### src/hdl/rc4_pkg.sv
// Shared types and constants for the RC4 stream cipher unit.
// Depends on nothing; the top level and its RAM sizing take it in.
package rc4_pkg;

    localparam int SBOX_DEPTH = 256;
    localparam int BYTE_W     = 8;
    localparam int KEY_BYTES  = 16;

    typedef logic [0:0] t_cfg_idx;

    localparam t_cfg_idx CFG_KEY_LOW  = 1'b0;
    localparam t_cfg_idx CFG_KEY_HIGH = 1'b1;

    typedef struct packed {
        logic [BYTE_W-1:0] data_in;
        logic              last_in;
    } t_in_beat;

    typedef struct packed {
        logic [BYTE_W-1:0] data_out;
        logic              last_out;
    } t_out_beat;

endpackage

### src/hdl/rc4_stream_cipher_unit.sv
// RC4 stream cipher unit: one byte in, one byte out, S-box in a 256x8 RAM.
// Depends on rc4_pkg (types, constants) and rc4_ram (S-box storage).
// Flow: an accepted beat passes S_PB, S_PC, S_PD and S_PE; its result is then held in
// the output register. A new beat is taken only once the last one is through, as its
// reads depend on each other through the one RAM port. The first beat after reset or
// after a last beat also waits for the key schedule: the identity fill, the swap steps
// (S_KA to S_KD for each S-box entry) and a restart step (S_PA).
// Reset (synchronous, active low) clears the key, both indices and the output,
// and arms the key schedule; the S-box RAM itself is not cleared.
module rc4_stream_cipher_unit #(
    parameter int KEY_LENGTH = 16
) (
    input  logic                i_clk,
    input  logic                i_rst_n,
    // Data input channel.
    input  logic                i_valid,
    output logic                o_ready,
    input  rc4_pkg::t_in_beat   i_in,
    // Data output channel.
    output logic                o_valid,
    input  logic                i_ready,
    output rc4_pkg::t_out_beat  o_out,
    // Configuration write channel.
    input  logic                i_cfg_valid,
    output logic                o_cfg_ready,
    input  rc4_pkg::t_cfg_idx   i_cfg_index,
    input  logic [63:0]         i_cfg_data
);

    import rc4_pkg::*;

    localparam int AW = $clog2(SBOX_DEPTH);
    // The key length is held to the range the two key registers can supply.
    localparam int KEY_LEN = (KEY_LENGTH < 1) ? 1 :
                             (KEY_LENGTH > KEY_BYTES) ? KEY_BYTES : KEY_LENGTH;
    localparam int KW = (KEY_LEN > 1) ? $clog2(KEY_LEN) : 1;

    // The sequencer walks the key schedule (fill, then swap steps S_KA to S_KD)
    // and the per-byte keystream generation, all through one RAM port pair.
    typedef enum logic [3:0] {
        S_IDLE,  // waiting for a beat; also issues the read of S[i+1]
        S_INIT,  // identity fill of the S-box, one entry per cycle
        S_KA,    // schedule: read S[n]
        S_KB,    // schedule: update j, read S[j]
        S_KC,    // schedule: write S[n] = S[j]
        S_KD,    // schedule: write S[j] = old S[n], advance n
        S_PA,    // byte after a schedule: read S[i+1]
        S_PB,    // byte: update j, read S[j]
        S_PC,    // byte: write S[i] = S[j]
        S_PD,    // byte: write S[j] = old S[i], read keystream entry
        S_PE     // byte: deliver result into the output register
    } t_state;

    t_state             r_state;
    logic [BYTE_W-1:0]  r_key [KEY_LEN];
    logic [AW-1:0]      r_i;
    logic [AW-1:0]      r_j;
    logic [AW-1:0]      r_n;
    logic [KW-1:0]      r_k;
    logic [BYTE_W-1:0]  r_si;
    logic [BYTE_W-1:0]  r_sj;
    logic [AW-1:0]      r_t;
    logic               r_byp;
    logic               r_pend;
    logic [BYTE_W-1:0]  r_din;
    logic               r_last;
    logic               r_ovalid;
    t_out_beat          r_out;

    logic               ram_we;
    logic [AW-1:0]      ram_waddr;
    logic [BYTE_W-1:0]  ram_wdata;
    logic [AW-1:0]      ram_raddr;
    logic [BYTE_W-1:0]  ram_rdata;

    logic [AW-1:0]      n_i;
    logic [AW-1:0]      n_jk;
    logic [AW-1:0]      n_jp;
    logic [AW-1:0]      n_t;
    logic [BYTE_W-1:0]  keystream;
    logic               in_acc;
    logic               out_free;

    rc4_ram #(
        .WIDTH (BYTE_W),
        .DEPTH (SBOX_DEPTH)
    ) u_sbox (
        .i_clk   (i_clk),
        .i_we    (ram_we),
        .i_waddr (ram_waddr),
        .i_wdata (ram_wdata),
        .i_raddr (ram_raddr),
        .o_rdata (ram_rdata)
    );

    // The block takes a beat only while idle; a waiting result sits in the
    // output register, so a new beat can come in before it is taken.
    assign o_ready     = (r_state == S_IDLE);
    assign o_cfg_ready = 1'b1;
    assign in_acc      = i_valid && o_ready;
    assign out_free    = !r_ovalid || i_ready;

    // Index arithmetic. All sums wrap at 256 through the 8-bit width.
    assign n_i  = r_i + AW'(1);
    assign n_jk = r_j + ram_rdata + r_key[r_k];
    assign n_jp = r_j + ram_rdata;
    assign n_t  = r_si + r_sj;

    // If the keystream entry is the one written in S_PD, the RAM returned its
    // old contents on that read; the new value is the saved S[i].
    assign keystream = r_byp ? r_si : ram_rdata;

    always_comb begin
        ram_we    = 1'b0;
        ram_waddr = r_n;
        ram_wdata = ram_rdata;
        ram_raddr = r_n;
        case (r_state)
            S_IDLE: begin
                ram_raddr = n_i;
            end
            S_INIT: begin
                ram_we    = 1'b1;
                ram_waddr = r_n;
                ram_wdata = r_n;
            end
            S_KA: begin
                ram_raddr = r_n;
            end
            S_KB: begin
                ram_raddr = n_jk;
            end
            S_KC: begin
                ram_we    = 1'b1;
                ram_waddr = r_n;
                ram_wdata = ram_rdata;
            end
            S_KD: begin
                ram_we    = 1'b1;
                ram_waddr = r_j;
                ram_wdata = r_si;
            end
            S_PA: begin
                ram_raddr = n_i;
            end
            S_PB: begin
                ram_raddr = n_jp;
            end
            S_PC: begin
                ram_we    = 1'b1;
                ram_waddr = r_i;
                ram_wdata = ram_rdata;
            end
            S_PD: begin
                ram_we    = 1'b1;
                ram_waddr = r_j;
                ram_wdata = r_si;
                ram_raddr = n_t;
            end
            S_PE: begin
                // Hold the read address so the data stays valid while the
                // output register is still occupied.
                ram_raddr = r_t;
            end
            default: begin
                ram_we = 1'b0;
            end
        endcase
    end

    // Configuration writes land in the key bytes that the key length uses.
    always_ff @(posedge i_clk) begin
        if (!i_rst_n) begin
            for (int b = 0; b < KEY_LEN; b++) begin
                r_key[b] <= '0;
            end
        end else if (i_cfg_valid && o_cfg_ready) begin
            case (i_cfg_index)
                CFG_KEY_LOW: begin
                    for (int b = 0; b < KEY_LEN && b < 8; b++) begin
                        r_key[b] <= i_cfg_data[8*b +: 8];
                    end
                end
                CFG_KEY_HIGH: begin
                    for (int b = 8; b < KEY_LEN; b++) begin
                        r_key[b] <= i_cfg_data[8*(b-8) +: 8];
                    end
                end
                default: begin
                end
            endcase
        end
    end

    // Sequencer state, indices and the output register.
    always_ff @(posedge i_clk) begin
        if (!i_rst_n) begin
            r_state  <= S_IDLE;
            r_i      <= '0;
            r_j      <= '0;
            r_n      <= '0;
            r_k      <= '0;
            r_pend   <= 1'b1;
            r_ovalid <= 1'b0;
            r_out    <= '0;
        end else begin
            // A new result may replace one that leaves in the same cycle.
            if (r_state == S_PE && out_free) begin
                r_ovalid <= 1'b1;
            end else if (r_ovalid && i_ready) begin
                r_ovalid <= 1'b0;
            end
            case (r_state)
                S_IDLE: begin
                    if (in_acc) begin
                        r_din  <= i_in.data_in;
                        r_last <= i_in.last_in;
                        if (r_pend) begin
                            r_n     <= '0;
                            r_k     <= '0;
                            r_j     <= '0;
                            r_state <= S_INIT;
                        end else begin
                            r_i     <= n_i;
                            r_state <= S_PB;
                        end
                    end
                end
                S_INIT: begin
                    r_n <= r_n + AW'(1);
                    if (r_n == AW'(SBOX_DEPTH - 1)) begin
                        r_state <= S_KA;
                    end
                end
                S_KA: begin
                    r_state <= S_KB;
                end
                S_KB: begin
                    r_si    <= ram_rdata;
                    r_j     <= n_jk;
                    r_state <= S_KC;
                end
                S_KC: begin
                    r_state <= S_KD;
                end
                S_KD: begin
                    r_n <= r_n + AW'(1);
                    r_k <= (r_k == KW'(KEY_LEN - 1)) ? '0 : r_k + KW'(1);
                    if (r_n == AW'(SBOX_DEPTH - 1)) begin
                        r_i     <= '0;
                        r_j     <= '0;
                        r_pend  <= 1'b0;
                        r_state <= S_PA;
                    end else begin
                        r_state <= S_KA;
                    end
                end
                S_PA: begin
                    r_i     <= n_i;
                    r_state <= S_PB;
                end
                S_PB: begin
                    r_si    <= ram_rdata;
                    r_j     <= n_jp;
                    r_state <= S_PC;
                end
                S_PC: begin
                    r_sj    <= ram_rdata;
                    r_state <= S_PD;
                end
                S_PD: begin
                    r_t     <= n_t;
                    r_byp   <= (n_t == r_j);
                    r_state <= S_PE;
                end
                S_PE: begin
                    if (out_free) begin
                        r_out.data_out <= r_din ^ keystream;
                        r_out.last_out <= r_last;
                        if (r_last) begin
                            r_pend <= 1'b1;
                        end
                        r_state <= S_IDLE;
                    end
                end
                default: begin
                    r_state <= S_IDLE;
                end
            endcase
        end
    end

    assign o_valid = r_ovalid;
    assign o_out   = r_out;

    // A beat that finds the schedule armed must start with the identity fill.
    a_sched_start: assert property (@(posedge i_clk) disable iff (!i_rst_n)
        (in_acc && r_pend) |=> (r_state == S_INIT))
        else $error("key schedule did not start on a pending beat");

    // A result only appears out of the delivery state.
    a_out_source: assert property (@(posedge i_clk) disable iff (!i_rst_n)
        $rose(r_ovalid) |-> ($past(r_state) == S_PE))
        else $error("output loaded outside the delivery state");

    // The S-box is never written while the block waits for a beat.
    a_idle_no_write: assert property (@(posedge i_clk) disable iff (!i_rst_n)
        (r_state == S_IDLE) |-> !ram_we)
        else $error("S-box written while idle");

    // Keystream generation after a schedule starts from cleared indices.
    a_index_clear: assert property (@(posedge i_clk) disable iff (!i_rst_n)
        (r_state == S_PA) |-> (r_i == '0 && r_j == '0 && !r_pend))
        else $error("indices not cleared after key schedule");

endmodule

### src/hdl/rc4_ram.sv
// Generic single-write, single-read RAM with registered read data.
// Stand-alone; no package needed. Read during a write returns old data.
module rc4_ram #(
    parameter int WIDTH = 8,
    parameter int DEPTH = 256
) (
    input  logic                     i_clk,
    input  logic                     i_we,
    input  logic [$clog2(DEPTH)-1:0] i_waddr,
    input  logic [WIDTH-1:0]         i_wdata,
    input  logic [$clog2(DEPTH)-1:0] i_raddr,
    output logic [WIDTH-1:0]         o_rdata
);

    logic [WIDTH-1:0] r_mem [DEPTH];
    logic [WIDTH-1:0] r_rdata;

    always_ff @(posedge i_clk) begin
        if (i_we) begin
            r_mem[i_waddr] <= i_wdata;
        end
        r_rdata <= r_mem[i_raddr];
    end

    assign o_rdata = r_rdata;

endmodule

### config.mk
export PLATFORM = sky130hd
export DESIGN_NAME = rc4_stream_cipher_unit
export DESIGN_NICKNAME = d
export VERILOG_FILES = /design/src/hdl/rc4_pkg.sv /design/src/hdl/rc4_stream_cipher_unit.sv /design/src/hdl/rc4_ram.sv
export SDC_FILE = /design/constraint.sdc
export NUM_CORES = 2
export LEC_CHECK = 0
export BUFFER_PORTS_ARGS = -buffer_cell sky130_fd_sc_hd__buf_4
export CAP_MARGIN = 10
export CORE_AREA = 8 8 517 468
export CTS_CLUSTER_SIZE = 24
export DETAILED_ROUTE_END_ITERATION = 10
export DIE_AREA = 0 0 525 476
export PLACE_DENSITY_LB_ADDON = 0.2
export SLEW_MARGIN = 20
export SYNTH_ARGS = -nofsm -noshare
export SYNTH_HDL_FRONTEND = slang
export SYNTH_SLANG_ARGS = --single-unit
### constraint.sdc
create_clock -name i_clk -period 29 [get_ports i_clk]
set_input_delay 0 -clock i_clk [delete_from_list [all_inputs] [get_ports i_clk]]
set_output_delay 0 -clock i_clk [all_outputs]
set_load 0.005 [all_outputs]
### Word-level counts from Yosys, hierarchy flattened

Memories as Yosys holds them, arrays and structs flattened. A register that Yosys moved wholly into a read port is not among the register bits.
Cells that the tools add are included.

* register bits after elaboration: 77
* bits in latches: 0
* RAM bits: 2176
* bits in read-only memories: 0
* input bits: 79
* output and inout port bits: 12
* memories kept: 2

* $add $sub $neg: 6
* multiply operators: 0
* divide/modulo/power cells: 0
* $lt $le $gt $ge: 0
* equality and inequality tests: 20
* shift operators: 0
* mux-type cells: 58
* bitwise logic cells: 17
* reductions and logical operators: 28

Memory list
* u_sbox.r_mem: depth 256, width 8, rd ports 1, clocked after Yosys merged registers in 1, write ports 1, line rc4_ram.sv:15 `logic [WIDTH-1:0] r_mem [DEPTH];`
* r_key: depth 16, width 8, rd ports 1, clocked after Yosys merged registers in 1, write ports 16, line rc4_stream_cipher_unit.sv:55 `logic [BYTE_W-1:0] r_key [KEY_LEN];`

Operator list (number)
* two-way mux 8 bit: 22
* case mux 8 bit (2 select lines): 3
* case mux 4 bit (11 select lines): 1
* case mux 8 bit (5 select lines): 1
* two-way mux 4 bit: 8
* case mux 8 bit (4 select lines): 1
* adder 8 bit: 3
* case mux 8 bit (3 select lines): 1
* two-way mux 1 bit: 17
* adder 8 x 1 -> 8 bit (second input constant): 2
* equality test 4 x 3 -> 1 bit (second input constant): 4
* equality test 4 bit (second input constant): 4
* OR 1 bit: 16
* AND reduction 3 bit: 4
* AND reduction 4 bit: 3
* != test 2 bit (second input constant): 5
* equality test 4 x 2 -> 1 bit (second input constant): 2
* equality test 8 bit: 1
* equality test 8 bit (second input constant): 1
* case mux 4 bit (2 select lines): 1
* AND reduction 2 bit: 4
* nonzero test 2 bit: 4
* OR reduction 2 bit: 4
* bitwise XOR 8 bit: 1
* other kinds (12): 16

### Logic depth before layout (Yosys ltp)

* depth after elaboration: 6
* depth in mapped cells: 24
* mapped depth without buffers: 18

### Modules after synthesis

Synthesis repeated with hierarchy kept, for this count alone.

* cells, all modules: 4611
* area total of the unflattened synthesis: 90231.5 um2

Modules (own cells, without submodules)
* rc4_ram: instances 1, cells each 3733, area each 79556.3 um2, seq. area each 61659.1 um2
* rc4_stream_cipher_unit: instances 1, cells each 878, area each 10675.2 um2, seq. area each 5805.6 um2

### Worst setup path before layout

Ideal clock, no wire load.

* path type: register to register
* from: register r_state[3]
* to: memory u_sbox.r_mem[0][0], data pin
* setup time: 1577 ps
* arrival time: 8637 ps
* required time: 27423 ps
* path slack: 18786 ps
* cell stages (with the launch flop): 8
* clock period less this slack: 10214 ps
* cells stage by stage: dfxtp_1 -> buf_2 -> buf_2 -> buf_1 -> clkbuf_1 -> clkbuf_1 -> o31ai_1 -> a21oi_1

* cells in the longest elaborated chain, start to end: 3
* elaborated cells between the ends (all ways): 5
* classes of those cells: eq/ne (3); mux (1); reduce/logical (1)

Ends and longest elaborated chain
* start, declared: line rc4_stream_cipher_unit.sv:54 `t_state r_state;`
* start signal, assigned: line rc4_stream_cipher_unit.sv:198 `r_state <= S_IDLE;`
* start signal, assigned: line rc4_stream_cipher_unit.sv:222 `r_state <= S_INIT;`
* start signal, assigned: line rc4_stream_cipher_unit.sv:225 `r_state <= S_PB;`
* equality test 4 x 3 -> 1 bit / equality test 4 bit (equally long branches): line rc4_stream_cipher_unit.sv:118 `case (r_state)`
* OR reduction 2 bit (no source line)
* case mux 8 bit (2 select lines) *: line rc4_stream_cipher_unit.sv:118
* via ram_wdata[0]: line rc4_stream_cipher_unit.sv:72 `logic [BYTE_W-1:0] ram_wdata;`
* end, declared: line rc4_ram.sv:15

The timed path passes the listed nets; every way through them passes the cells marked *.

==> impl_metrics.yaml <==
worst_setup_path:
  reg2reg_to: "u_sbox.o_rdata[0]"
  crit_slowest_cell: "buf_4"
  cpMostUsedCell: "buf_4"
  critPathKind: "register to register"
  slowest_delay_ps: 720
  startpoint_type: "register"
  ff2ff_setup_slack_ps: 21090
  path_depth: 17
  required_ps: 29790
  critPathCapture: "u_sbox.o_rdata[0]"
  crit_family: "compound AO/OA/AOI/OAI gates"
  crit_fanout: 111
  cp.arrival_ps: 8700
  rr_worst_depth: 17
  worst-path-buf-inv: 4
  path_cells: "buf_4, mux4_2, mux4_2, ha_1, mux2_1, nor2_1, a211oi_2, o21a_4, buf_4, buf_12, buf_4, nand2_1, a32o_1, a221oi_1, o22ai_1, a211oi_2, a2bb2oi_2"
  cp-end-kind: "register"
global_routing:
  grt_max_degree: 209
  grt_pass1_vias: 54110
  gr-total-overflow: 0
  track_usage: 0.228
  antenna_found_initial: 12
  grt_first_pass_wirelength_um: 414000
synthesis:
  yosysWarningCount: 0
  synthTopCellsByCount: "edfxtp_1 (2210), nand2_1 (982), nor2_1 (329), nand3_1 (322), mux2i_1 (271)"
  synth_top_area_frac: 0.717
  synthTopCellsByArea: "edfxtp_1 (72%), mux4_2 (4.7%), nand2_1 (4.0%)"
  synth_top_cell_by_area: "edfxtp_1"
  ys_types: 110
  syn_area_um2: 92600
  syn_nets: 6159
  synth_seq_cells: 2265
  syn_inst: 6053
  syn_avg_cell_area_um2: 15.3
  dominantRegCellSynth: "edfxtp_1"
  synth_edf_count: 2210
  yosysMostFrequentCell: "edfxtp_1"
  ys_async_sr_fraction: 0
  ys_seq_area_frac: 0.729
cells_and_area:
  drive_above_1_share: 0.134
  nets: 6379
  syn2layout_area_growth_pct: 13.9
  largest_reg_flops: 2048
  post-route-util: 0.451
  regMostFlops: "u_sbox.r_mem"
sta:
  fin_crit_ps: 7910
  finClkSkew_ps: 34.7
  max_freq_mhz: 126
  maxSlewHeadroom: 0.221
  worst_slew_pin_slew_ps: 1160
  tns_ps: 0
  grt_setup_unrepaired: "false"
  post-route-period-util: 0.273
  setup_viol: 0
  slew_violations: 0
  hold_viol: 0
floorplan:
  fp.dieW_um: 525
  io_pins: 91
  fp.dieArea_um2: 250000
  core-area_um2: 234000
  die_h_um: 476
  start_util: 0.396
  rows: 169
clock_network:
  cts_tree: "built"
  cts_buffers: 223
  clock_sinks: 2265
  cts-resized-gates: 0
  cts_buffer_depth: 3
  path_clk_slew_ps: 60
  clk_latency_ps: 860
  root_buffer: "clkbuf_16"
  htree_levels: 4
place:
  hpwlAfterDp_um: 174000
  gp_congestion: 0.847
  portBuffers: 89
run:
  drv_cap: 0
detailed_routing:
  drc: 0
  ant_nets: 0
  vias_per_cell: 5.90
  finalWirelength_um: 293000
  wire_per_inst_um: 30.7
  dr.pass1.iters: 7
  first_iter_violations: 7103
  num_vias: 56390
hold_path:
  min_path_type: "input pin to register"
pwr:
  p_leak_nw: 34.7
  power_density_nw_per_um2: 86.9
  irDropWorstVdd_v: 0.0000983
run_status:
  status: "completed"
-- layer usage --
metal / up-vias / track usage / wire (um)
met2: 2701 / 0.345 / 130000
met3: 506 / 0.0526 / 28300
met4: 2 / 0.0716 / 9740
li1: 23840 / - / -
met5: - / 0 / 9
met1: 29341 / 0.327 / 125000
-- cells by family (layout without fill, tap and decap cells) --
kind of cell	after synthesis	in the layout	share of synthesized area
AO/OA/AOI/OAI	797	797	0.0613
other	1	8	0.0000405
multiplexers	484	484	0.0791
AND/OR/NAND/NOR	2038	2038	0.0987
buffers and inverters	398	815	0.0241
flip-flops	2265	2265	0.729
XOR/XNOR	43	43	0.00407
adder cells (fa/ha/maj)	27	27	0.00389
-- report_power, final --
group	internal (mW)	total, mW	switching [mW]
clock	1.69	2.95	1.26
sequential	4.01	4.05	0.0411
combinational	0.574	2.16	1.59
total	6.27	9.16	2.89
-- worst register-to-register path, stage by stage (launching register included) --
cell       delay (ps)
dfxtp_2           310
buf_4             520
mux4_2            610
mux4_2            530
ha_1              300
mux2_1            150
nor2_1             50
a211oi_2          290
o21a_4            650
buf_4             720
buf_12            530
buf_4            1040
nand2_1           200
a32o_1            270
a221oi_1          640
o22ai_1           480
a211oi_2          390
a2bb2oi_2         170
-- what timing repair did --
item                      CTS  global route
hold buffers              149             0
buffers inserted            0             0
hold endpoints to repair  188             0
-- layout make-up --
class	instances	area, um2
multi-input cells	3390	23100
flip-flops and latches	2265	67500
repair buffers	385	3490
well taps	3078	3850
inverters	8	30.0
diodes	7	17.5
fillers	20353	128000
clock buffers	288	6100
clock inverters	134	1320
-- worst min path at each step --
stage | to | slack [ps] | startpoint | cells past startpoint
floorplan | r_din[0] | 100 | i_in[1] | 0
global placement | r_din[3] | 180 | i_in[4] | 1
detailed placement | r_din[0] | 180 | i_in[1] | 1
CTS | r_key[15][2] | 2 | i_cfg_data[58] | 3
global route | r_key[15][1] | 40 | i_cfg_data[57] | 3
finish | r_key[15][0] | 50 | i_cfg_data[56] | 3
-- stage by stage --
step	power [mW]	setup slack [ps]	hold WS, ps	area, um2	instances
after floorplan	5.50	18790	98.9	92600	6053
after global placement	6.21	21200	180	96400	8976
after detailed placement	6.23	21210	180	96500	8977
after CTS	9.17	21180	1.91	105000	9548
after global routing	9.42	20880	38.6	105000	9550
final	9.16	21090	54.2	105000	9555
-- cell usage in the layout, fill, tap and decap left out, types with 19 or more instances in the layout --
cell           instances
dfxtp_1               52
o21ai_0               68
and2_1               134
a32oi_1               53
bufinv_16             23
clkbuf_16            228
clkinv_2              52
nor3_1                41
nand3_1              321
clkinv_1              40
clkbuf_1              43
a211oi_1              41
a21oi_1              164
dlygate4sd3_1        149
edfxtp_1            2210
mux4_2               192
a22oi_1               99
nand2_1              980
nor2_1               322
mux2i_1              271
and3_1                59
buf_4                217
xnor2_1               19
a311oi_1              29
nand4_1               54
a31oi_1               59
o22ai_1               46
ha_1                  24
a221oi_1              41
xor2_1                24
Power figures use the tool's default switching activity.
